## config.mk

```make
export PLATFORM = sky130hd
export DESIGN_NAME = bcomp_temp_pipe
export DESIGN_NICKNAME = d
export VERILOG_FILES = /design/src/hdl/bcomp_pkg.sv /design/src/hdl/bcomp_temp_pipe.sv
export SDC_FILE = /design/constraint.sdc
export NUM_CORES = 2
export LEC_CHECK = 0
export BUFFER_PORTS_ARGS = -buffer_cell sky130_fd_sc_hd__buf_4
export CORE_MARGIN = 2
export CORE_UTILIZATION = 28
export DETAILED_ROUTE_END_ITERATION = 10
export GPL_TIMING_DRIVEN = 1
export PLACE_DENSITY = 0.49
export REMOVE_ABC_BUFFERS = 1
export SLEW_MARGIN = 20
export SYNTH_ARGS = -nofsm -noshare
export SYNTH_HDL_FRONTEND = slang
export SYNTH_SLANG_ARGS = --single-unit
```

## constraint.sdc

```tcl
create_clock -name clk -period 20.6 [get_ports clk]
set_input_delay 6.18 -clock clk [delete_from_list [all_inputs] [get_ports clk]]
set_output_delay 6.18 -clock clk [all_outputs]
set_load 0.1 [all_outputs]
```

## src/hdl/bcomp_pkg.sv

```systemverilog
// bcomp_pkg: shared types, constants and the calibration byte decoder
// for the barometer compensation pipeline; no dependencies
package bcomp_pkg;

    localparam int CalBytes = 21;
    localparam int CalBits  = CalBytes * 8;

    // register indexes of the configuration port
    localparam logic [1:0] REG_CAL_LOW  = 2'd0;
    localparam logic [1:0] REG_CAL_MID  = 2'd1;
    localparam logic [1:0] REG_CAL_HIGH = 2'd2;

    localparam logic signed [15:0] TEMP_MIN  = -16'sd5000;
    localparam logic signed [15:0] TEMP_MAX  = 16'sd10000;
    localparam logic signed [31:0] PRESS_MAX = 32'sd200000;

    typedef struct packed {
        logic        [15:0] t1;
        logic        [15:0] t2;
        logic signed [7:0]  t3;
        logic signed [15:0] p1;
        logic signed [15:0] p2;
        logic signed [7:0]  p3;
        logic signed [7:0]  p4;
        logic        [15:0] p5;
        logic        [15:0] p6;
        logic signed [7:0]  p7;
        logic signed [7:0]  p8;
        logic signed [15:0] p9;
        logic signed [7:0]  p10;
        logic signed [7:0]  p11;
    } coef_t;

    // temperature stage to pressure stage
    typedef struct packed {
        logic               valid;
        logic signed [25:0] tl;
        logic        [23:0] rp;
        logic signed [14:0] cdeg;
        logic               tflag;
    } tbeat_t;

    function automatic coef_t decode_coef(input logic [CalBits-1:0] cal);
        coef_t c;
        c.t1  = cal[0*8 +: 16];
        c.t2  = cal[2*8 +: 16];
        c.t3  = cal[4*8 +: 8];
        c.p1  = cal[5*8 +: 16];
        c.p2  = cal[7*8 +: 16];
        c.p3  = cal[9*8 +: 8];
        c.p4  = cal[10*8 +: 8];
        c.p5  = cal[11*8 +: 16];
        c.p6  = cal[13*8 +: 16];
        c.p7  = cal[15*8 +: 8];
        c.p8  = cal[16*8 +: 8];
        c.p9  = cal[17*8 +: 16];
        c.p10 = cal[19*8 +: 8];
        c.p11 = cal[20*8 +: 8];
        return c;
    endfunction

endpackage

```

## src/hdl/bcomp_temp_pipe.sv

```systemverilog
// bcomp_temp_pipe: five-stage linearized temperature pipeline
// depends on bcomp_pkg (coef_t, tbeat_t, temperature limits)
module bcomp_temp_pipe
    import bcomp_pkg::*;
(
    input  logic        clk,
    input  logic        rst_n,
    input  logic        in_valid,
    input  logic [23:0] raw_temp,
    input  logic [23:0] raw_press,
    input  coef_t       coef,
    output tbeat_t      tout
);

    localparam logic signed [61:0] TN_LIM = 62'sd1 <<< 55;
    localparam logic signed [29:0] TL_LIM = 30'sd1 <<< 24;
    localparam logic signed [63:0] HALF47 = 64'sd1 <<< 47;

    logic [4:0] v_reg;
    logic [23:0] rp1_reg, rp2_reg, rp3_reg, rp4_reg, rp5_reg;

    logic signed [24:0] d_reg;
    logic signed [41:0] m1_reg;
    logic signed [49:0] dsq_reg;
    logic signed [61:0] tn_reg;
    logic signed [63:0] tc100_reg;
    logic signed [25:0] tl4_reg, tl5_reg;
    logic signed [14:0] cdeg_reg;
    logic               tflag_reg;

    logic signed [24:0] d_next;
    logic signed [61:0] m1s;
    logic signed [61:0] dt3;
    logic signed [61:0] tn_next;
    logic signed [61:0] tc;
    logic signed [29:0] tsh;
    logic signed [25:0] tl_next;
    logic signed [63:0] tc100_next;
    logic signed [63:0] rnd;
    logic signed [15:0] cd;
    logic signed [14:0] cdeg_next;
    logic               tflag_next;

    assign d_next = $signed({1'b0, raw_temp}) - $signed({1'b0, coef.t1, 8'h00});
    assign m1s    = {{2{m1_reg[41]}}, m1_reg, 18'h0};
    assign dt3    = dsq_reg * coef.t3;
    assign tn_next = m1s + dt3;

    always_comb
    begin
        if (tn_reg > TN_LIM)
            tc = TN_LIM;
        else if (tn_reg < -TN_LIM)
            tc = -TN_LIM;
        else
            tc = tn_reg;
        tsh = tn_reg[61:32];
        if (tsh > TL_LIM)
            tl_next = 26'(TL_LIM);
        else if (tsh < -TL_LIM)
            tl_next = 26'(-TL_LIM);
        else
            tl_next = tsh[25:0];
    end

    assign tc100_next = 64'(tc) * 64'sd100;
    assign rnd        = tc100_reg + HALF47;
    assign cd         = rnd[63:48];

    always_comb
    begin
        tflag_next = 1'b0;
        cdeg_next  = cd[14:0];
        if (cd > TEMP_MAX)
        begin
            tflag_next = 1'b1;
            cdeg_next  = TEMP_MAX[14:0];
        end
        else if (cd < TEMP_MIN)
        begin
            tflag_next = 1'b1;
            cdeg_next  = TEMP_MIN[14:0];
        end
    end

    always_ff @(posedge clk or negedge rst_n)
    begin
        if (!rst_n)
            v_reg <= '0;
        else
            v_reg <= {v_reg[3:0], in_valid};
    end

    always_ff @(posedge clk)
    begin
        d_reg     <= d_next;
        rp1_reg   <= raw_press;
        m1_reg    <= d_reg * $signed({1'b0, coef.t2});
        dsq_reg   <= d_reg * d_reg;
        rp2_reg   <= rp1_reg;
        tn_reg    <= tn_next;
        rp3_reg   <= rp2_reg;
        tc100_reg <= tc100_next;
        tl4_reg   <= tl_next;
        rp4_reg   <= rp3_reg;
        cdeg_reg  <= cdeg_next;
        tflag_reg <= tflag_next;
        tl5_reg   <= tl4_reg;
        rp5_reg   <= rp4_reg;
    end

    assign tout.valid = v_reg[4];
    assign tout.tl    = tl5_reg;
    assign tout.rp    = rp5_reg;
    assign tout.cdeg  = cdeg_reg;
    assign tout.tflag = tflag_reg;

endmodule

```

==> results.cfg <==
[yosys]
async_flop_share_pct = 1.29
ys.flop_type = dfxtp_1
synth_cell_types = 81
syn-cell-area_um2 = 63400
ys_ff_latch = 387
synth.avg_cell_area_um2 = 9.56
yosysWarnings = 0
synth-edff-count = 0
synthesis.instances = 6632
ys_seq_area_share_pct = 12.3

[worst_setup_path]
critPathMaxFanout = 25
arrival_ns = 13.08
r2r_cells = 24
cp_num_cells = 25
cp_data_required_time_ns = 21.18
rrSetupSlack_ns = 12.19
crit_family = adder cells
crit_path_max_incr_delay_ns = 0.65
crit_path_start_kind = input port
crit_path_frequent_cell = fa_1
cp-end-kind = flop
worstSetupPathType = input port to flop
critPathBufInv = 6
cpMaxStageDelayCell = a211oi_1

[cts]
cts.htree.levels = 2
cts_setup_buffers = 0
clock_path_buffers = 3
cts_resized = 0
clock-sinks = 387
clk_latency_ns = 0.68
hold_buffers = 0
cts_tree = done
path_clk_slew_ns = 0.06
numCtsBuffers = 47
root_buffer = clkbuf_16

[hold_path]
min_path_cells = 0
hold_class = flop to flop

[route]
drt_iter0_drc = 1753
avgRoutedWirePerCell_um = 16.3
ant_nets = 0
drcViolationCount = 0
vias = 42331
viasPerCell = 4.38
dr.pass1.iters = 5
routed_wl_um = 158000

[timing]
post-route-period-util_pct = 60.7
drv_slew = 0
hold_viol = 0
fmax_mhz = 80.0
setup_tns_ns = 0
rsz0062_at_grt = no
worstMarginPinSlew_ns = 0.943
setup_violations = 0
relSlewSlack_pct = 37.1
fin_skew_ns = 0.0479
min_period_ns = 12.50

[finish]
final_cells = 9672
largest_reg_flops = 61
num-nets-final = 8793
area_growth_pct = 9.47
drive_gt1_share_pct = 4.64

[run_status]
status = complete, no violations

[global_route]
grt_use_total_pct = 14.0
grt-ovfl-total = 0
antenna_found_initial = 8
grt_pass1_vias = 46805
grt_pass1_wl_um = 258000
grt_start_max_net_pins = 60

[floorplan]
die_w_um = 480
die_h_um = 480
die-area_um2 = 230000
core_area_um2 = 225000
rows = 174
io_pins = 286
start_util_pct = 28.2

[placed_design]
hpwl_um = 126000
place.gp.congestion = 0.866
port_buffers = 157
placedCellCount = 9584

[job]
cap_violations = 0
metrics by stage:
| stage | hold slack (ns) | area (um2) | setup slack [ns] | util, % |
|---|---|---|---|---|
| detailed placement | 0.312 | 67700 | 7.40 | 30.1 |
| global placement | 0.310 | 67700 | 7.43 | 30.1 |
| global route | 0.325 | 69400 | 7.68 | 30.8 |
| finish | 0.316 | 69400 | 8.10 | 30.8 |
| CTS | 0.312 | 69400 | 8.12 | 30.8 |
| floorplan | 0.310 | 62600 | 8.80 | - |
kinds of logic after synthesis:
kind of cell               synth area share [%]
xor gates and xnor gates                   2.72
AOI/OAI and AO/OA                          6.08
muxes                                    0.0513
other                                    0.0118
buffers and inverters                      10.8
and+or+nand+nor                            13.3
DFF                                        12.3
adders and majority gates                  54.9
routing by layer:
| metal | track usage (%) | share of wire [%] | vias to the layer above |
|---|---|---|---|
| li1 | - | - | 19780 |
| met1 | 19.9 | 48 | 21596 |
| met2 | 22.7 | 45 | 810 |
| met3 | 2.22 | 4.9 | 145 |
| met4 | 2.80 | 1.8 | 0 |
| met5 | 0 | 0 | - |
worst register-to-register path: stages (launching register included):
cell and delay [ns]:
dfxtp_1 0.30, buf_4 0.52, inv_1 0.55, nor2_1 0.34
inv_1 0.10, fa_1 0.52, fa_1 0.49, inv_1 0.05
fa_1 0.48, fa_1 0.46, fa_1 0.49, fa_1 0.55
inv_1 0.05, fa_1 0.47, inv_1 0.04, ha_1 0.35
nand3_1 0.12, nor4_1 0.54, o21ai_0 0.32, a21oi_1 0.46
o211ai_1 0.26, a21boi_0 0.25, o21ai_0 0.15, o211ai_1 0.32
xor2_1 0.17
path summary, 6_finish.rpt:
path / start / to
setup / recovery: coef[138] / m1_reg[40]
hold / removal: rp3_reg[17] / rp4_reg[17]
setup reg to reg: d_reg[4] / dsq_reg[48]
hold reg to reg: rp3_reg[17] / rp4_reg[17]
max in group asynchronous: rst_n / v_reg[4]
min in group asynchronous: rst_n / v_reg[1]
cells in the mapped netlist (all sizes together), types with 6 or more instances:
cell type     n  share of area (%)
nor2        156               0.93
a21o         94                1.1
a221o         6              0.095
or3          12               0.12
nand4        23               0.23
or2           7              0.069
dfxtp       382                 12
o21a         15               0.18
a31oi        20               0.22
nor2b        67               0.66
o311ai        6               0.11
xor2         50               0.69
o21bai       24               0.28
a221oi        9               0.13
nand2b       72               0.71
nor3         29               0.23
inv        1586                9.4
xnor2       147                2.0
nand2       689                4.1
nand3        58               0.46
nor4         19               0.20
a21boi       14               0.17
and3         28               0.28
clkbuf      217                1.3
ha          520                 10
o211ai       18               0.21
o21ai       127                1.0
o31ai        10               0.13
buf          11              0.085
a31o          9               0.12
a21oi       188                1.5
a211oi       22               0.26
and2        515                5.1
fa         1413                 45
cell type report:
| type | instances | area [um2] |
|---|---|---|
| diodes | 4 | 10.0 |
| clock buffers | 55 | 1250 |
| clock inverters | 29 | 448 |
| fillers | 23658 | 156000 |
| inverters | 1587 | 5960 |
| multi-input cells | 4430 | 48800 |
| flip-flops and latches | 387 | 7790 |
| well taps | 2992 | 3740 |
| repair buffers | 188 | 1410 |
placed cells by master, fill, tap and decap left out, types with 94 or more instances in the layout:
cell	netlist	routed
a21oi_1	187	186
buf_4	2	188
xnor2_1	147	147
ha_1	520	520
nor2_1	155	155
fa_1	1413	1413
dfxtp_1	382	368
and2_1	515	515
o21ai_0	115	115
inv_1	1585	1585
nand2_1	689	689
a21o_1	94	94
Power is not shown: default switching activity piles up to over one toggle a cycle in this logic, so the estimate is an artifact.
